===== src/hdl/dcpi_pkg.sv =====
// shared types and constants of the dual channel pi speed controller
`timescale 1ns / 1ps
`default_nettype none
package dcpi_pkg;

  localparam int DataW = 16;
  localparam int ErrW  = 17;
  localparam int IntW  = 16;
  localparam int LimW  = 15;
  localparam int GainW = 16;
  localparam int ProdW = 34;
  localparam int SumW  = 35;
  localparam int QuotW = SumW - 8;
  localparam int CfgIdxW = 2;

  typedef enum logic [CfgIdxW-1:0] {
    CFG_KP_GAIN        = 2'd0,
    CFG_KI_GAIN        = 2'd1,
    CFG_INTEGRAL_LIMIT = 2'd2,
    CFG_OUTPUT_LIMIT   = 2'd3
  } cfg_reg_e;

  localparam logic [GainW-1:0] KpGainRst        = 16'd2560;
  localparam logic [GainW-1:0] KiGainRst        = 16'd512;
  localparam logic [LimW-1:0]  IntegralLimitRst = 15'd3000;
  localparam logic [LimW-1:0]  OutputLimitRst   = 15'd7000;

  // input transaction as held in the first pipeline stage
  typedef struct packed {
    logic                    channel;
    logic signed [DataW-1:0] target_speed;
    logic signed [DataW-1:0] measured_speed;
  } in_item_t;

endpackage
`default_nettype wire


===== src/hdl/dcpi_sat.sv =====
// sum, truncation toward zero and output saturation
`timescale 1ns / 1ps
`default_nettype none
module dcpi_sat (
  input  wire logic                              clk_i,
  input  wire logic                              load_i,
  input  wire logic signed [dcpi_pkg::ProdW-1:0] kp_prod_i,
  input  wire logic signed [dcpi_pkg::ProdW-1:0] ki_prod_i,
  input  wire logic        [dcpi_pkg::LimW-1:0]  limit_i,
  output logic signed      [dcpi_pkg::DataW-1:0] drive_o
);

  logic signed [dcpi_pkg::SumW-1:0]  sum;
  logic signed [dcpi_pkg::SumW-1:0]  sum_adj;
  logic signed [dcpi_pkg::QuotW-1:0] quot;
  logic signed [dcpi_pkg::QuotW-1:0] lim;
  logic signed [dcpi_pkg::QuotW-1:0] quot_clamped;

  assign sum = {kp_prod_i[dcpi_pkg::ProdW-1], kp_prod_i}
             + {ki_prod_i[dcpi_pkg::ProdW-1], ki_prod_i};
  // bias negative sums so the shift rounds toward zero
  assign sum_adj = sum[dcpi_pkg::SumW-1] ? sum + dcpi_pkg::SumW'(255) : sum;
  assign quot    = sum_adj[dcpi_pkg::SumW-1:8];
  assign lim     = signed'({{(dcpi_pkg::QuotW - dcpi_pkg::LimW){1'b0}}, limit_i});

  always_comb begin
    if (quot > lim) begin
      quot_clamped = lim;
    end else if (quot < -lim) begin
      quot_clamped = -lim;
    end else begin
      quot_clamped = quot;
    end
  end

  always_ff @(posedge clk_i) begin
    if (load_i) begin
      drive_o <= quot_clamped[dcpi_pkg::DataW-1:0];
    end
  end

endmodule
`default_nettype wire


===== config.mk =====
export PLATFORM = sky130hd
export DESIGN_NAME = dcpi_sat
export DESIGN_NICKNAME = d
export VERILOG_FILES = /design/src/hdl/dcpi_pkg.sv /design/src/hdl/dcpi_sat.sv
export SDC_FILE = /design/constraint.sdc
export NUM_CORES = 1
export LEC_CHECK = 0
export BUFFER_PORTS_ARGS = -buffer_cell sky130_fd_sc_hd__buf_4
export CORE_MARGIN = 5
export CORE_UTILIZATION = 30
export CTS_CLUSTER_DIAMETER = 50
export DETAILED_ROUTE_END_ITERATION = 10
export PLACE_DENSITY_LB_ADDON = 0.08
export SETUP_SLACK_MARGIN = 0.1
export SYNTH_ARGS = -nofsm -noshare
export SYNTH_HDL_FRONTEND = slang
export SYNTH_SLANG_ARGS = --single-unit

===== constraint.sdc =====
create_clock -name clk_i -period 17.68 [get_ports clk_i]
set_clock_uncertainty 0.2 [all_clocks]
set_input_delay 3.536 -clock clk_i [delete_from_list [all_inputs] [get_ports clk_i]]
set_output_delay 3.536 -clock clk_i [all_outputs]
set_load 0.02 [all_outputs]

==> impl_metrics.csv, run 1 <==
group,metric,value,unit
grt,grt_usage,14.7,%
worst_setup_path,required,17.46,ns
layout,multi_input_area,4300,sq um
layout,final_area,6000,sq um
worst_setup_path,critPathBufInv,2,
layout,fillers,1793,
pwr,switching_power,155,uW
clock_network,clkTransAtPathRegs,0.04,ns
placed_design,place_area,5920,sq um
layout,regMostFlops,"drive_o",
timing,timing.hold.ws,3.42,ns
grt,grt_pass1_wl,24.7,mm
layout,insertedDiodeCount,0,
layout,seq_area,480,sq um
timing,rsz0062_at_grt,"no",
synthesis,postSynth.asyncResetShare,0,%
synthesis,synthAdderAreaFrac,19.4,%
pwr,p_int,187,uW
synthesis,muxShareOfSynthArea,3.20,%
clock_network,clock_path_buffers,2,
grt,antenna_found_initial,0,
synthesis,syn_avg_cell_area,7.64,sq um
worst_setup_path,cpMaxStageDelayCell,"nor4_1",
timing,fin_setup_tns,0,ns
layout,syn2layout_area_growth,20.0,%
synthesis,synth_top_family_by_area,"compound AO/OA/AOI/OAI gates",
synthesis,yosys_warnings,0,
worst_setup_path,crit_family,"simple AND/OR/NAND/NOR gates",
die,initial_core_util,30.4,%
timing,setup_viol,0,
detailed_routing,firstDrtPassIters,5,
synthesis,synthXorXnorAreaFrac,9.98,%
worst_setup_path,start_kind,"input port",
die,die_y,139,microns
synthesis,ys_ff_latch,16,
synthesis,synth-simple-area-share,25.1,%
worst_setup_path,crit_type,"input port to register",
worst_setup_path,cp_max_fo,22,
placed_design,routabilityCongestion,0.882,
run_status,status,"complete, no violations",
pwr,switching_share,45.3,%
pwr,power_leakage,2.48,nW
layout,nNetsFinal,897,
detailed_routing,drtIter0Drc,239,
clock_network,root_buffer,"clkbuf_16",
placed_design,hpwl,12.7,mm
pwr,pwr_density_cell,56.9,nW/um^2
synthesis,ys.flop_type,"edfxtp_1",
timing,fin_crit,9.81,ns
detailed_routing,totalWireLength,14.5,mm
pwr,p_clk_share,12.4,%
placed_design,place_ws,7.60,ns
layout,largest_register_ffs,16,
synthesis,syn_inst,654,
timing,fin_ws,7.87,ns
detailed_routing,vias,5155,
timing,drv_slew,0,
synthesis,ys_seq_area_share,9.61,%
synthesis,synth-edff-count,16,
timing,finalHoldViolations,0,
worst_setup_path,critPathMaxStageDelay,0.64,ns
placed_design,io_buffers,100,
grt,first_global_vias,5136,
detailed_routing,wl_per_cell,15.2,microns
grt,grt_max_degree,33,
detailed_routing,drc,0,
timing,tightestPinTransition,0.862,ns
clock_network,cts_sinks,16,
worst_setup_path,worstPathArrival,9.59,ns
flow_run,drv_cap,0,
worst_setup_path,cp.depth,27,
worst_setup_path,cp-end-kind,"register",
timing,fmax,102,MHz
die,die_w,139,microns
clock_network,cts_hold_buf,0,
pwr,seqPwrFrac,15.3,%
worst_setup_path,crit_path_end,"drive_o[3]$_DFFE_PP_",
synthesis,syn-cell-area,5000,sq um
synthesis,synth_compound_area_share,28.3,%
clock_network,cts_tree,"yes",
hold_path,hp-class,"input port to register",
pwr,p_comb_share,72.3,%
grt,grt_overflow_total,0,
clock_network,cts_buffers,3,
clock_network,htreeDepth,1,
die,ioPinCount,101,
synthesis,ys_types,76,
detailed_routing,postRouteAntennaNets,0,
timing,slew_headroom,42.4,%
die,rows,47,
pwr,peakVddDrop,0.0402,mV
die,design.core.area,16500,sq um
die,die-area,19300,sq um
clock_network,post_cts_resized,0,
pwr,power,341,uW
worst_setup_path,crit_path_start,"kp_prod_i[0]",
clock_network,cts_setup_buffers,0,
detailed_routing,vias_per_cell,5.40,
layout,drive_above_1_share,18.5,%
layout,top_regs,"drive_o x16",
timing,final.period_utilization,55.5,%
synthesis,synth_nets,816,
## area by class of cell
class,count,area share (%)
Tap cell,220,4.59
Clock inverter,1,0.0626
Timing Repair Buffer,101,12.6
Clock buffer,3,1.25
Sequential cell,16,8.01
Multi-Input combinational cell,586,71.8
Inverter,27,1.69
## cells by family after synthesis
kind of cell,count (synthesis)
multiplexers,15
XOR/XNOR,57
buffers and inverters,52
flip-flops,16
AO/OA/AOI/OAI,200
AND/OR/NAND/NOR,237
adder cells (fa/ha/maj),77
## cell usage after synthesis, types with 3 or more instances
cell type | number | share of area, %
ha_1 | 76 | 19
a21oi_1 | 54 | 5.4
nor2_1 | 46 | 3.5
nand2_1 | 43 | 3.2
xnor2_1 | 42 | 7.4
nor3_1 | 41 | 4.1
inv_1 | 27 | 2.0
o21ai_0 | 27 | 2.7
nand4_1 | 21 | 2.6
nand3_1 | 18 | 1.8
edfxtp_1 | 16 | 9.6
xor2_1 | 15 | 2.6
a21o_1 | 14 | 2.1
clkbuf_1 | 14 | 1.1
o21a_1 | 13 | 2.0
nor2b_1 | 11 | 1.4
mux2i_1 | 10 | 2.0
o211ai_1 | 10 | 1.5
or3_1 | 10 | 1.3
buf_2 | 9 | 0.90
o22ai_1 | 9 | 1.1
a211oi_1 | 8 | 1.2
and2_1 | 7 | 0.88
and4_1 | 7 | 1.2
nand2b_1 | 7 | 0.88
nor4_1 | 7 | 0.88
o31ai_1 | 5 | 0.75
or4_1 | 5 | 0.75
a31oi_1 | 4 | 0.50
mux2_2 | 4 | 0.90
o21ba_2 | 4 | 0.80
o221a_2 | 4 | 0.90
o22a_1 | 4 | 0.70
a41oi_1 | 3 | 0.53
and3_1 | 3 | 0.38
o2111ai_1 | 3 | 0.53
o21ai_1 | 3 | 0.30
o31a_1 | 3 | 0.53
## power by group through the flow
stage | registers (mW) | clock network [mW] | logic [mW]
floorplan | 0.0616 | 0 | 0.169
global placement | 0.0528 | 0 | 0.244
detailed placement | 0.0530 | 0 | 0.247
CTS | 0.0523 | 0.0433 | 0.248
global route | 0.0532 | 0.0465 | 0.277
finish | 0.0522 | 0.0422 | 0.247
## metal layers
| metal | share of wire (%) | track usage, % |
|---|---|---|
| met5 | 0 | 0 |
| met4 | 0.33 | 1.70 |
| met3 | 3.5 | 0.862 |
| met2 | 45 | 24.6 |
| met1 | 51 | 21.3 |
## worst min path at each step
stage	startpoint	end	slack [ns]	depth (start not counted)
2_1_floorplan	load_i	drive_o[0]$_DFFE_PP_	3.45	0
3_3_place_gp	limit_i[12]	drive_o[12]$_DFFE_PP_	3.66	2
3_5_place_dp	limit_i[1]	drive_o[1]$_DFFE_PP_	3.66	3
4_1_cts	limit_i[1]	drive_o[1]$_DFFE_PP_	3.42	3
5_1_grt	limit_i[12]	drive_o[12]$_DFFE_PP_	3.43	2
6_report	limit_i[1]	drive_o[1]$_DFFE_PP_	3.42	3
## per-stage QoR
step                utilization, %  std cells
finish                        36.4        954
global route                  36.4        954
CTS                           36.4        954
detailed placement            35.9        950
global placement              35.9        950
floorplan                        -        654
## cell usage in the layout (no fill, tap or decap), drive strengths merged, types with 14 or more instances in the layout
master | Yosys | final
xnor2 | 42 | 42
edfxtp | 16 | 16
nand3 | 20 | 20
ha | 76 | 76
nand4 | 21 | 21
a21oi | 56 | 56
o21ai | 31 | 31
nand2 | 43 | 43
a21o | 14 | 14
nor3 | 42 | 42
inv | 27 | 27
buf | 11 | 101
o21a | 14 | 14
nor2 | 46 | 46
xor2 | 15 | 15
Power figures use the tool's default switching activity.
==> run 2, diff against run 1 <==
clock period = 10.2 ns   (was 17.68 ns; I/O delays follow)
==> impl_metrics.csv, run 2 (same netlist as run 1, synthesis figures left out) <==
group,metric,value,unit
run_status,status,"complete, no violations",
clock_network,post_cts_resized,0,
hold_path,hold_end,"drive_o[12]$_DFFE_PP_",
detailed_routing,vias_per_cell,5.37,
detailed_routing,wl_per_cell,15.3,microns
die,die_w,139,microns
timing,fin_crit,8.52,ns
die,design.core.area,16500,sq um
placed_design,place_ws,1.45,ns
die,initial_core_util,30.4,%
clock_network,root_buffer,"clkbuf_16",
placed_design,routabilityCongestion,0.876,
timing,final.period_utilization,83.5,%
worst_setup_path,cpMaxStageDelayCell,"nor2_2",
die,die_y,139,microns
clock_network,cts_hold_buf,0,
timing,fmax,117,MHz
timing,fin_setup_tns,0,ns
clock_network,cts_tree,"yes",
clock_network,cts_setup_buffers,0,
die,rows,47,
worst_setup_path,critPathMaxStageDelay,0.69,ns
pwr,power_leakage,2.49,nW
layout,regMostFlops,"drive_o",
grt,grt_usage,14.7,%
clock_network,clkTransAtPathRegs,0.04,ns
clock_network,cts_buffers,3,
grt,grt_pass1_wl,24.7,mm
worst_setup_path,crit_type,"input port to register",
worst_setup_path,crit_path_start,"kp_prod_i[0]",
layout,top_regs,"drive_o x16",
worst_setup_path,required,9.95,ns
worst_setup_path,start_kind,"input port",
clock_network,clock_path_buffers,2,
detailed_routing,totalWireLength,14.6,mm
hold_path,hp-class,"input port to register",
hold_path,whs_path_depth,2,
grt,antenna_found_initial,0,
worst_setup_path,cp-end-kind,"register",
layout,fillers,1776,
placed_design,io_buffers,100,
flow_run,drv_cap,0,
layout,seq_area,480,sq um
detailed_routing,vias,5126,
pwr,peakVddDrop,0.0830,mV
grt,first_global_vias,5031,
pwr,pwr_density_cell,98.8,nW/um^2
die,die-area,19300,sq um
layout,post-route-util,36.5,%
layout,drive_above_1_share,18.7,%
detailed_routing,drc,0,
layout,nNetsFinal,898,
timing,fin_ws,1.68,ns
timing,drv_slew,0,
detailed_routing,postRouteAntennaNets,0,
clock_network,cts_sinks,16,
die,ioPinCount,101,
timing,rsz0062_at_grt,"no",
worst_setup_path,worstPathArrival,8.27,ns
placed_design,hpwl,12.8,mm
layout,insertedDiodeCount,0,
worst_setup_path,cp_max_fo,20,
layout,final_cell_mix,"buf_4 (102), ha_1 (76), a21oi_1 (54)",
timing,slew_headroom,40.8,%
detailed_routing,drtIter0Drc,287,
clock_network,htreeDepth,1,
timing,tightestPinTransition,0.885,ns
timing,setup_viol,0,
layout,mostFrequentLayoutCell,"buf_4",
hold_path,min_from,"limit_i[12]",
grt,grt_max_degree,33,
detailed_routing,firstDrtPassIters,4,
timing,finalHoldViolations,0,
layout,largest_register_ffs,16,
layout,multi_input_area,4300,sq um
grt,grt_overflow_total,0,
layout,syn2layout_area_growth,20.0,%
-- run 2: cell types whose count changed in the layout (fill, tap and decap cells not counted) --
| cell | before | now |
|---|---|---|
| clkinv_1 | 1 | 0 |
| buf_4 | 101 | 102 |
-- run 2: worst max path at each step --
stage / to / cells past startpoint
after global routing: drive_o[4]$_DFFE_PP_ / 26
final: drive_o[4]$_DFFE_PP_ / 27
after floorplan: drive_o[2]$_DFFE_PP_ / 26
after CTS: drive_o[12]$_DFFE_PP_ / 26
after detailed placement: drive_o[5]$_DFFE_PP_ / 27
after global placement: drive_o[11]$_DFFE_PP_ / 26
-- run 2: final cells by class --
class	instances	share of cell area (%)
timing repair buffer	102	12.8
inverter	27	1.69
sequential	16	8.01
multi-input combinational	586	71.7
clock buffer	3	1.25
tap	220	4.59
-- run 2: routing by layer --
layer / vias up / share of wire (%) / track usage, %
met5: - / 0 / 0
met4: 0 / 0.68 / 1.70
met3: 6 / 3.2 / 0.862
met2: 96 / 45 / 24.3
met1: 2350 / 51 / 21.7
li1: 2674 / - / -
-- run 2: through the flow --
stage	instances	hold WS, ns	cell area, sq um	power, mW
3_3_place_gp	951	2.16	5930	0.517
5_1_grt	954	1.92	6000	0.650
4_1_cts	954	1.92	6000	0.597
6_report	954	1.93	6000	0.593
3_5_place_dp	951	2.17	5930	0.522
2_1_floorplan	654	1.95	5000	0.400
-- run 2: power by group --
group          switching, mW  total, mW  internal [mW]
clock network         0.0210     0.0722         0.0512
logic                  0.245      0.430          0.185
registers            0.00257     0.0905         0.0879
-- run 2: critical path, delay by kind of cell --
family | cells | cell delay, ns
simple gates | 10 | 2.52
compound gates | 9 | 1.77
fa+ha+maj | 3 | 0.99
buf+inv | 2 | 0.39
xor+xnor | 2 | 0.37
mux | 1 | 0.19
