==> src/hdl/dcpi_pkg.sv <==
// shared types and constants of the dual channel pi speed controller
`timescale 1ns / 1ps
`default_nettype none
package dcpi_pkg;

  localparam int DataW = 16;
  localparam int ErrW  = 17;
  localparam int IntW  = 16;
  localparam int LimW  = 15;
  localparam int GainW = 16;
  localparam int ProdW = 34;
  localparam int SumW  = 35;
  localparam int QuotW = SumW - 8;
  localparam int CfgIdxW = 2;

  typedef enum logic [CfgIdxW-1:0] {
    CFG_KP_GAIN        = 2'd0,
    CFG_KI_GAIN        = 2'd1,
    CFG_INTEGRAL_LIMIT = 2'd2,
    CFG_OUTPUT_LIMIT   = 2'd3
  } cfg_reg_e;

  localparam logic [GainW-1:0] KpGainRst        = 16'd2560;
  localparam logic [GainW-1:0] KiGainRst        = 16'd512;
  localparam logic [LimW-1:0]  IntegralLimitRst = 15'd3000;
  localparam logic [LimW-1:0]  OutputLimitRst   = 15'd7000;

  // input transaction as held in the first pipeline stage
  typedef struct packed {
    logic                    channel;
    logic signed [DataW-1:0] target_speed;
    logic signed [DataW-1:0] measured_speed;
  } in_item_t;

endpackage
`default_nettype wire

==> src/hdl/dcpi_integ.sv <==
// error computation and per-channel clamped error integral
`timescale 1ns / 1ps
`default_nettype none
module dcpi_integ #(
  parameter int CHANNELS = 2
) (
  input  wire logic                              clk_i,
  input  wire logic                              rst_ni,
  input  wire logic                              load_i,
  input  wire logic                              channel_i,
  input  wire logic signed [dcpi_pkg::DataW-1:0] target_i,
  input  wire logic signed [dcpi_pkg::DataW-1:0] measured_i,
  input  wire logic        [dcpi_pkg::LimW-1:0]  limit_i,
  output logic signed      [dcpi_pkg::ErrW-1:0]  err_o,
  output logic signed      [dcpi_pkg::IntW-1:0]  integ_o
);

  localparam int ChIdxW = (CHANNELS > 1) ? $clog2(CHANNELS) : 1;
  localparam int AccW   = dcpi_pkg::IntW + 2;

  logic signed [dcpi_pkg::IntW-1:0] integ_mem_q [CHANNELS];
  logic        [ChIdxW-1:0]         ch_idx;
  logic signed [dcpi_pkg::ErrW-1:0] err_d;
  logic signed [AccW-1:0]           acc;
  logic signed [AccW-1:0]           lim;
  logic signed [AccW-1:0]           acc_clamped;
  logic signed [dcpi_pkg::IntW-1:0] integ_d;

  // channel number wraps modulo the channel count
  assign ch_idx = (CHANNELS == 1) ? '0 : ChIdxW'(channel_i);

  assign err_d = {target_i[dcpi_pkg::DataW-1], target_i}
               - {measured_i[dcpi_pkg::DataW-1], measured_i};
  assign acc   = {{2{integ_mem_q[ch_idx][dcpi_pkg::IntW-1]}}, integ_mem_q[ch_idx]}
               + {err_d[dcpi_pkg::ErrW-1], err_d};
  assign lim   = signed'({3'b000, limit_i});

  always_comb begin
    if (acc > lim) begin
      acc_clamped = lim;
    end else if (acc < -lim) begin
      acc_clamped = -lim;
    end else begin
      acc_clamped = acc;
    end
  end

  assign integ_d = acc_clamped[dcpi_pkg::IntW-1:0];

  always_ff @(posedge clk_i or negedge rst_ni) begin
    if (!rst_ni) begin
      for (int i = 0; i < CHANNELS; i++) begin
        integ_mem_q[i] <= '0;
      end
    end else if (load_i) begin
      integ_mem_q[ch_idx] <= integ_d;
    end
  end

  always_ff @(posedge clk_i) begin
    if (load_i) begin
      err_o   <= err_d;
      integ_o <= integ_d;
    end
  end

endmodule
`default_nettype wire

==> config.mk <==
export PLATFORM = sky130hd
export DESIGN_NAME = dcpi_integ
export DESIGN_NICKNAME = d
export VERILOG_FILES = /design/src/hdl/dcpi_pkg.sv /design/src/hdl/dcpi_integ.sv
export SDC_FILE = /design/constraint.sdc
export NUM_CORES = 1
export LEC_CHECK = 0
export BUFFER_PORTS_ARGS = -buffer_cell sky130_fd_sc_hd__clkbuf_2
export CAP_MARGIN = 20
export CORE_UTILIZATION = 63
export CTS_CLUSTER_DIAMETER = 30
export CTS_CLUSTER_SIZE = 8
export DETAILED_ROUTE_END_ITERATION = 10
export PLACE_DENSITY = 0.95
export SLEW_MARGIN = 20
export SYNTH_ARGS = -nofsm -noshare
export SYNTH_HDL_FRONTEND = slang
export SYNTH_SLANG_ARGS = --single-unit
export TNS_END_PERCENT = 30
==> constraint.sdc <==
create_clock -name clk_i -period 13.3 [get_ports clk_i]
set_input_delay 2.66 -clock clk_i [delete_from_list [all_inputs] [get_ports clk_i]]
set_output_delay 2.66 -clock clk_i [all_outputs]
set_load 0.03 [all_outputs]
==> results of run 1 <==
through the flow:
| step | area (µm²) | setup WS, ps | hold slack [ps] | cells |
|---|---|---|---|---|
| detailed placement | 6080 | 4240 | 464 | 769 |
| CTS | 6270 | 4460 | 486 | 785 |
| floorplan | 5590 | 4970 | 443 | 595 |
| global placement | 6080 | 4480 | 455 | 769 |
| global route | 6270 | 3900 | 507 | 785 |
| finish | 6270 | 4290 | 488 | 785 |
layout by cell type, fill, tap and decap left out, types with 6 or more instances in the layout:
master    instances
o21a_1           12
xor2_1            6
a21o_1           10
edfxtp_1         33
mux2_2           27
nor2_1           39
a31oi_1           8
nor2b_1          11
clkbuf_8          9
nand2_1          35
ha_1             64
o21ai_0          24
dfrtp_1          32
inv_1            55
o211ai_1          9
a21oi_1          33
o21ai_1          12
nor3_1           16
xnor2_1          34
nand2b_1         18
mux2i_1           9
clkbuf_2         83
nand3_1          12
kinds of logic (layout without fill, tap and decap cells):
| logic type | Yosys count | count (layout) | synth area share [%] |
|---|---|---|---|
| AO/OA/AOI/OAI | 165 | 165 | 21.3 |
| flip-flops | 65 | 65 | 32.1 |
| XOR/XNOR | 40 | 40 | 6.27 |
| buffers and inverters | 71 | 156 | 4.93 |
| multiplexers | 37 | 37 | 7.32 |
| AND/OR/NAND/NOR | 150 | 150 | 12.9 |
| adder cells (fa/ha/maj) | 67 | 67 | 15.2 |
routing by layer:
metal  track usage (%)  up-vias
met3              4.19       46
li1                  -     2326
met1              44.3     2406
met5                 0        -
met4              13.7        0
met2              55.7      332
sequential cells by signal, summed over array words and instances, names as in the netlist:
name	flops
integ_mem_q	32
integ_o	16
err_o	17
path summary, 6_finish.rpt:
check,start,to,slack [ps],depth (start not counted)
hold reg to reg,integ_mem_q[1]$_DFFE_PN0P_,integ_mem_q[1]$_DFFE_PN0P_,490,2
hold / removal,integ_mem_q[1]$_DFFE_PN0P_,integ_mem_q[1]$_DFFE_PN0P_,490,2
setup reg to reg,integ_mem_q[0]$_DFFE_PN0P_,integ_mem_q[27]$_DFFE_PN0P_,7050,23
min in group asynchronous,rst_ni,integ_mem_q[3]$_DFFE_PN0P_,2380,1
setup / recovery,target_i[0],integ_mem_q[27]$_DFFE_PN0P_,4290,28
max in group asynchronous,rst_ni,integ_mem_q[12]$_DFFE_PN0P_,10380,1
worst register-to-register path, stage by stage, from the launching register on:
cell and delay [ps]:
dfrtp_1 390, mux2_2 270, ha_1 230, fa_1 450
a211oi_1 430, o211ai_1 170, nand3_1 180, nor3_1 80
mux2i_1 250, nand3b_1 190, a21o_1 220, a21oi_1 180
xnor2_1 160, ha_1 270, nor3_1 210, o2111ai_1 150
o22a_1 280, or4_1 570, a32oi_2 170, buf_4 310
inv_1 260, o221ai_1 310, a22oi_2 110, mux2_2 280
layout make-up:
type / count / share of cell area [%]
multi-input combinational: 459 / 56.2
sequential: 65 / 28.6
timing repair buffer: 85 / 6.87
clock inverter: 5 / 0.898
inverter: 55 / 3.29
clock buffer: 11 / 2.10
tap: 105 / 2.10
==> results.md, run 1 <==
| Quantity | Value |
|:---|:---|
| CP Class | in -> reg |
| Source-to-sink clock delay at the later pin of the worst-skew pair | 350 ps |
| Number of buffers inserted by port buffering | 83 |
| Biggest cell delay along the critical path | 570 ps |
| Setup tns final | 0 ps |
| Area growth syn-to-layout | 12.2% |
| Number of antenna violations at the first check in global routing | 0 |
| Total area of sequential cells | 1790 µm² |
| Data arrival time at the worst-slack endpoint | 9230 ps |
| IO Count | 84 |
| Net count after synthesis | 712 |
| Final-report max-slew violation count | 0 |
| Class of the tightest hold or removal check | reg -> reg |
| Result of the run | completed |
| Setup Buffers After CTS | 0 |
| Highest metal layer with signal wires | met4 |
| Max Clk Rate | 0.111 GHz |
| Clock skew | 14.0 ps |
| Number of buffers and inverters on the critical path | 4 |
| Required time of the worst setup path | 13520 ps |
| CP Max Fanout | 26 |
| Routed vias/inst | 6.51 |
| Post-synthesis sequential area ratio | 32.1% |
| Async S/R FF share, synth | 49.2% |
| Endpoint type of the worst setup path | flip-flop |
| Final hold violations | 0 |
| Synthesized netlist cell count | 595 |
| Routability cong. | 0.946 |
| Fraction of synthesized cell area taken by the top area cell type | 17.7% |
| Number of violations reported at the end of detailed-routing iteration 0 | 503 |
| Most common library cells after synthesis | ha_1 (64), inv_1 (55), nor2_1 (39) |
| Number of nets in the layout | 792 |
| Cell with the largest stage delay on the worst path | or4_1 |
| Number of remaining DRC errors | 0 |
| Period utilization | 67.7% |
| Most common flop cell mapped by yosys | edfxtp_1 |
| Worst path top cell family by delay | compound AO/OA/AOI/OAI gates |
| Maximum number of pins on one net before global-route repair | 38 |
| Effective utilization at floorplan | 66.7% |
| Clock input transition at the sequential cells of the worst setup and hold paths | 70 ps |
| Relative slew slack | 28.6% |
| CTS sink cnt | 65 |
| CTS Root Cell | clkbuf_8 |
| Cell types occupying the most area after synthesis | edfxtp_1 (18%), dfrtp_1 (14%), ha_1 (14%) |
| Cell with the most instances after synthesis | ha_1 |
| Post-Route WL | 14800 µm |
| Floorplan core area | 8380 µm² |
| Crit path launch type | primary input |
| GR Overflow Total | 0 |
| Met3 routed WL | 1370 µm |
| Synth Register Bits | 65 |
| Final Util | 74.8% |
| Routed length on met1 | 6190 µm |
| EDFF count, synth | 33 |
| Synthesized cell area | 5590 µm² |
| Per-instance average area after synthesis | 9.39 µm² |
| Quantity of gates resized following cts | 0 |
| DIE HEIGHT | 96.2 µm |
| Wire length of the first global-routing pass | 23500 µm |
| Fill cell total of the finished layout | 565 |
| Global router's overall resource usage | 33.6% |
| Layout cell share with drive strength beyond 1 | 21.3% |
| Wirelength per Cell | 18.9 µm |
| TritonCTS clock tree | done |
| Setup repair after global routing missed its margin | no |
| Antenna Cells | 0 |
| Number of violations of the max-capacitance limit | 0 |
| Clock Tree Buf Depth | 2 |
| Cell Rows | 33 |
| First-pass iteration count of the detailed router | 6 |
| Hold bufs inserted after CTS | 0 |
| Number of buffers created by CTS | 9 |
| Synthesis Warnings | 0 |
| Post-synthesis cell type count | 69 |
| Final setup violation count | 0 |
| Sum of met2 wire segment lengths after detailed routing | 6920 µm |
| Detailed placer's ending HPWL | 11300 µm |
| Clock period minus worst slack | 9010 ps |
| H-tree depth reported by CTS | 3 |
| Area taken by multi-input logic gates | 3520 µm² |
| Routed Antenna Nets | 0 |
| Most prevalent standard cell on the critical path | ha_1 |
| Cell type with the highest aggregate area in the netlist | edfxtp_1 |
| Total number of vias | 5110 |
| Die area | 9250 µm² |
| Via count of the first global-routing pass | 4837 |
| Die Wd | 96.2 µm |
| Transition time at the pin with the least slew margin | 1070 ps |
Power of run 1 is not shown: default switching activity piles up to over one toggle a cycle in this logic, so the estimate is an artifact.
==> run 2: changes to the inputs <==
--- a/config.mk
+++ b/config.mk
@@ -7,11 +7,11 @@
 export LEC_CHECK = 0
 export BUFFER_PORTS_ARGS = -buffer_cell sky130_fd_sc_hd__clkbuf_2
 export CAP_MARGIN = 20
-export CORE_UTILIZATION = 63
+export CORE_UTILIZATION = 59
 export CTS_CLUSTER_DIAMETER = 30
 export CTS_CLUSTER_SIZE = 8
 export DETAILED_ROUTE_END_ITERATION = 10
-export PLACE_DENSITY = 0.95
+export PLACE_DENSITY = 0.92
 export SLEW_MARGIN = 20
 export SYNTH_ARGS = -nofsm -noshare
 export SYNTH_HDL_FRONTEND = slang
==> constraint.sdc (replaced) <==
create_clock -name clk_i -period 9.3 [get_ports clk_i]
set_input_delay 1.86 -clock clk_i [delete_from_list [all_inputs] [get_ports clk_i]]
set_output_delay 1.86 -clock clk_i [all_outputs]
set_load 0.03 [all_outputs]
==> results.md, run 2 (synthesis gave the netlist of run 1 again) <==
| Quantity | Value |
|:---|:---|
| Antenna Cells | 0 |
| Number of buffers created by CTS | 9 |
| Global-route met3 utilization | 4.57% |
| Maximum number of pins on one net before global-route repair | 38 |
| Number of nets in the layout | 793 |
| Clock input transition at the sequential cells of the worst setup and hold paths | 70 ps |
| Clock Tree Buf Depth | 2 |
| Effective utilization at floorplan | 60.8% |
| Number of violations reported at the end of detailed-routing iteration 0 | 314 |
| H-tree depth reported by CTS | 3 |
| Met2 layer usage reported by global route | 52.1% |
| Floorplan core area | 9200 µm² |
| CP Class | in -> reg |
| Endpoint type of the worst setup path | flip-flop |
| Clock period minus worst slack | 8130 ps |
| Max reg flops | 32 |
| Transition time at the pin with the least slew margin | 801 ps |
| Most frequent cells in the layout | clkbuf_2 (83), ha_1 (64), inv_1 (55), nor2_1 (39), nand2_1 (35) |
| Global route hottest layer | met2 |
| Routed vias/inst | 6.30 |
| Reg-to-reg startpoint | integ_mem_q[16]$_DFFE_PN0P_ |
| Final-report max-slew violation count | 0 |
| Largest registers | integ_mem_q x32, err_o x17, integ_o x16 |
| Required time of the worst setup path | 9400 ps |
| Routability cong. | 0.945 |
| Setup repair after global routing missed its margin | no |
| CTS Root Cell | clkbuf_8 |
| Number of violations of the max-capacitance limit | 0 |
| R2R setup slack | 3130 ps |
| Number of remaining DRC errors | 0 |
| Capturing point of the worst reg2reg path | integ_o[1]$_DFFE_PP_ |
| Startpoint of the worst setup timing path | target_i[0] |
| Die area | 9860 µm² |
| Setup tns final | 0 ps |
| Final setup violation count | 0 |
| CTS sink cnt | 65 |
| First-pass iteration count of the detailed router | 5 |
| Setup Buffers After CTS | 0 |
| Quantity of gates resized following cts | 0 |
| GRT met1 Usage | 39.8% |
| Detailed placer's ending HPWL | 11200 µm |
| Max Clk Rate | 0.123 GHz |
| Final-layout worst hold slack | 489 ps |
| Worst setup path end | integ_o[1]$_DFFE_PP_ |
| Global router's overall resource usage | 30.5% |
| Cell Rows | 35 |
| Post-Route WL | 14400 µm |
| Final Util | 68.7% |
| TritonCTS clock tree | done |
| Final hold violations | 0 |
| CP Max Fanout | 20 |
| Layout cell share with drive strength beyond 1 | 21.6% |
| Wire length of the first global-routing pass | 23600 µm |
| Class of the tightest hold or removal check | reg -> reg |
| Wirelength per Cell | 18.2 µm |
| IO Count | 84 |
| Clock skew | 13.0 ps |
| Number of buffers inserted by port buffering | 83 |
| Routed Antenna Nets | 0 |
| Relative slew slack | 46.6% |
| Number of antenna violations at the first check in global routing | 0 |
| Area growth syn-to-layout | 13.1% |
| Hold bufs inserted after CTS | 0 |
| Total number of vias | 4986 |
| Period utilization | 87.5% |
| DIE HEIGHT | 99.3 µm |
| Register bank with the most flops | integ_mem_q |
| Reg2reg path depth | 24 |
| Via count of the first global-routing pass | 4957 |
| Source-to-sink clock delay at the later pin of the worst-skew pair | 350 ps |
| Crit path launch type | primary input |
| Leading cell type in the layout, fill and taps excluded | clkbuf_2 |
| Result of the run | completed |
| GR Overflow Total | 0 |
| Data arrival time at the worst-slack endpoint | 8230 ps |
| Fill cell total of the finished layout | 674 |
| Die Wd | 99.3 µm |
[run 2: final cells by class]
type	count	area (µm²)	share of cell area [%]
Multi-Input combinational cell	459	3520	55.7
Sequential cell	65	1790	28.3
Timing Repair Buffer	86	438	6.93
Inverter	55	206	3.27
Clock buffer	11	141	2.24
Tap cell	111	139	2.20
Clock inverter	5	85.1	1.35
[run 2: layer usage]
layer  wire length, µm  vias up
met5                 0        -
met4               370        0
met3               926       38
met2              6800      255
met1              6310     2355
li1                  -     2338
[run 2: critical path: stages]
cell and delay [ps]:
clkbuf_2 80, inv_1 40, ha_1 220, fa_1 400, nand2b_1 200, a21oi_2 220
o21ai_0 120, nand2b_1 90, a21oi_1 80, xnor2_1 210, ha_1 320, and3_1 200
a221oi_1 500, o31a_1 340, xor2_1 290, ha_1 300, a21oi_1 150, nor2b_1 50
o21ai_0 160, o2111ai_1 130, o22a_1 280, or4_1 580, a32oi_2 390, buf_4 310
mux2_2 350, mux2i_1 230, inv_1 90
[run 2: metrics by stage]
stage | setup WS, ps | area (µm²) | std cells
after global routing | 678 | 6320 | 792
after floorplan | 1770 | 5590 | 595
final | 1170 | 6320 | 792
after CTS | 1290 | 6320 | 792
after global placement | 1190 | 6100 | 776
after detailed placement | 956 | 6100 | 776
[run 2: how the worst min path moves through the flow]
stage                                      from                          end  slack (ps)  cells past startpoint
finish              integ_mem_q[14]$_DFFE_PN0P_  integ_mem_q[14]$_DFFE_PN0P_         490                      2
global route        integ_mem_q[30]$_DFFE_PN0P_  integ_mem_q[30]$_DFFE_PN0P_         520                      2
CTS                 integ_mem_q[14]$_DFFE_PN0P_  integ_mem_q[14]$_DFFE_PN0P_         490                      2
detailed placement  integ_mem_q[14]$_DFFE_PN0P_  integ_mem_q[14]$_DFFE_PN0P_         470                      2
global placement     integ_mem_q[2]$_DFFE_PN0P_   integ_mem_q[2]$_DFFE_PN0P_         450                      2
floorplan           integ_mem_q[14]$_DFFE_PN0P_  integ_mem_q[14]$_DFFE_PN0P_         440                      2
Power of run 2 is left out for the same reason.
==> run 3: changes to the inputs <==
--- a/config.mk
+++ b/config.mk
@@ -5,6 +5,7 @@
 export SDC_FILE = /design/constraint.sdc
 export NUM_CORES = 1
 export LEC_CHECK = 0
+export ABC_AREA = 1
 export BUFFER_PORTS_ARGS = -buffer_cell sky130_fd_sc_hd__clkbuf_2
 export CAP_MARGIN = 20
 export CORE_UTILIZATION = 59
==> results.md, run 3 <==
| Quantity | Value |
|:---|:---|
| Result of the run | completed |
| Clock input transition at the sequential cells of the worst setup and hold paths | 70 ps |
| Clock Tree Buf Depth | 2 |
| Synth Register Bits | 65 |
| Worst vdd rail ir drop | 0.258 mV |
| Hold bufs inserted after CTS | 0 |
| Cell depth of the worst min-delay path | 2 |
| CTS Root Cell | clkbuf_8 |
| Cell type with the highest aggregate area in the netlist | edfxtp_1 |
| Biggest cell delay along the critical path | 400 ps |
| Wire length of the first global-routing pass | 22000 µm |
| Setup tns final | 0 ps |
| Wirelength per Cell | 13.6 µm |
| H-tree depth reported by CTS | 3 |
| Class of the tightest hold or removal check | reg -> reg |
| Data arrival time at the worst-slack endpoint | 6820 ps |
| Most frequent cells in the layout | nand2_1 (242), inv_1 (108), clkbuf_2 (83), nand3_1 (68), ha_1 (64) |
| First-pass iteration count of the detailed router | 7 |
| Final Util | 69.4% |
| Most prevalent standard cell on the critical path | nand2_1 |
| Worst Min Path Start | integ_mem_q[20]$_DFFE_PN0P_ |
| Reported leakage power | 3.61 nW |
| Number of nets in the layout | 972 |
| Source-to-sink clock delay at the later pin of the worst-skew pair | 350 ps |
| Most common library cells after synthesis | nand2_1 (242), inv_1 (108), nand3_1 (68) |
| Quantity of gates resized following cts | 0 |
| Number of remaining DRC errors | 0 |
| Effective utilization at floorplan | 61.9% |
| Reg-to-reg startpoint | integ_mem_q[0]$_DFFE_PN0P_ |
| Post-synthesis sequential area ratio | 30.9% |
| Synthesized netlist cell count | 773 |
| Setup repair after global routing missed its margin | no |
| Cell with the most instances after synthesis | nand2_1 |
| Async S/R FF share, synth | 49.2% |
| Number of antenna violations at the first check in global routing | 0 |
| Crit path launch type | primary input |
| Number of violations reported at the end of detailed-routing iteration 0 | 466 |
| R2R setup slack | 4850 ps |
| Period utilization | 70.2% |
| Max reg flops | 32 |
| Routability cong. | 0.934 |
| DIE HEIGHT | 101 µm |
| Die Wd | 101 µm |
| Final hold violations | 0 |
| Routed vias/inst | 5.32 |
| Net count after synthesis | 890 |
| EDFF count, synth | 33 |
| Post-Route WL | 13500 µm |
| Total power density per cell area | 390 nW/µm² |
| Cell types occupying the most area after synthesis | edfxtp_1 (17%), nand2_1 (16%), dfrtp_1 (14%) |
| Final-report max-slew violation count | 0 |
| Layout cell share with drive strength beyond 1 | 17.9% |
| Most common flop cell mapped by yosys | edfxtp_1 |
| Final setup violation count | 0 |
| Capturing point of the worst reg2reg path | integ_mem_q[20]$_DFFE_PN0P_ |
| Transition time at the pin with the least slew margin | 983 ps |
| Clock period minus worst slack | 6530 ps |
| Routed Antenna Nets | 0 |
| Number of buffers created by CTS | 9 |
| Global router's overall resource usage | 27.6% |
| Synthesized cell area | 5800 µm² |
| Per-instance average area after synthesis | 7.50 µm² |
| CTS sink cnt | 65 |
| Largest registers | integ_mem_q x32, err_o x17, integ_o x16 |
| Number of violations of the max-capacitance limit | 0 |
| Via count of the first global-routing pass | 4766 |
| Total number of vias | 5257 |
| Number of buffers inserted by port buffering | 83 |
| Register bank with the most flops | integ_mem_q |
| Worst hold endpoint | integ_mem_q[20]$_DFFE_PN0P_ |
| CP Class | in -> reg |
| Area growth syn-to-layout | 12.2% |
| Detailed placer's ending HPWL | 10500 µm |
| IO Count | 84 |
| Fraction of synthesized cell area taken by the top area cell type | 17.1% |
| Cell with the largest stage delay on the worst path | fa_1 |
| Required time of the worst setup path | 9590 ps |
| Floorplan core area | 9370 µm² |
| Endpoint type of the worst setup path | flip-flop |
| Relative slew slack | 34.5% |
| Synthesis Warnings | 0 |
| Cell Rows | 35 |
| Reg2reg path depth | 29 |
| Setup Buffers After CTS | 0 |
| TritonCTS clock tree | done |
| Die area | 10200 µm² |
| Post-synthesis cell type count | 43 |
| Leading cell type in the layout, fill and taps excluded | nand2_1 |
| Maximum number of pins on one net before global-route repair | 36 |
| Max Clk Rate | 0.153 GHz |
| Clock skew | 5.63 ps |
| Antenna Cells | 0 |
| GR Overflow Total | 0 |
| CP Max Fanout | 24 |
## run 3: changes by cell type in the layout (fill, tap and decap cells not counted), moves of 11 or more
cell      change
nand2_1     +207
nand3_1      +56
inv_1        +53
mux2_2       -27
xnor2_1      -26
nand2b_1     -18
xor2_1       +17
nor2_1       -15
nand2_2      +14
nand2_4      +14
o21ai_0      -13
nor2b_1      -11
o21a_1       -11
## run 3: cell families (layout without fill, tap and decap cells)
group / Yosys count / after routing / synth area share [%]
and+or+nand+nor: 408 / 408 / 32.7
buffers and inverters: 125 / 212 / 8.83
AOI/OAI and AO/OA: 77 / 77 / 7.88
adders and majority gates: 66 / 66 / 14.5
DFF: 65 / 65 / 30.9
xor gates and xnor gates: 32 / 32 / 5.16
## run 3: area by class of cell
type | count | area [µm²]
well taps | 129 | 161
multi-input cells | 583 | 3490
fillers | 780 | 2860
clock buffers | 10 | 128
flip-flops and latches | 65 | 1790
inverters | 113 | 424
repair buffers | 83 | 415
clock inverters | 6 | 92.6
## run 3: worst max-delay path by stage
| stage | slack, ps | depth (start not counted) | to | startpoint |
|---|---|---|---|---|
| after floorplan | 3040 | 30 | integ_o[14]$_DFFE_PP_ | target_i[0] |
| after global routing | 2190 | 35 | integ_mem_q[4]$_DFFE_PN0P_ | measured_i[3] |
| after detailed placement | 2460 | 29 | integ_o[6]$_DFFE_PP_ | target_i[0] |
| after global placement | 2580 | 29 | integ_o[14]$_DFFE_PP_ | target_i[0] |
| final | 2770 | 33 | integ_mem_q[20]$_DFFE_PN0P_ | target_i[0] |
| after CTS | 2820 | 29 | integ_o[14]$_DFFE_PP_ | target_i[0] |
## run 3: report_power, final
part | switching [W] | internal [W]
combinational | 0.00117 | 0.000585
sequential | 0.0000483 | 0.000461
clock | 0.000123 | 0.000152
total | 0.00134 | 0.00120
## run 3: worst max-delay path: cells and delay by family
kind,cells,cell delay (ps)
AOI/OAI and AO/OA,7,950
xor gates and xnor gates,2,510
adders and majority gates,4,1270
buffers and inverters,4,290
and+or+nand+nor,16,1920
## run 3: through the flow
step                      hold slack, ps  worst slack (ps)  total power [W]  instance area [µm²]  cells
final                                483              2770          0.00254                 6510    989
after global routing                 514              2190          0.00277                 6510    989
after CTS                            485              2820          0.00252                 6510    989
after detailed placement             466              2460          0.00223                 6290    973
after global placement               462              2580          0.00220                 6290    973
after floorplan                      449              3040          0.00190                 5800    773
## run 3: layer usage
| metal | vias to the layer above | GRT usage (%) | wire length, µm |
|---|---|---|---|
| met4 | 0 | 8.92 | 203 |
| met1 | 2395 | 39.8 | 6420 |
| li1 | 2671 | - | - |
| met5 | - | 0 | 0 |
| met2 | 176 | 44.3 | 6160 |
| met3 | 15 | 2.14 | 709 |
(Power assumes the default switching activity.)
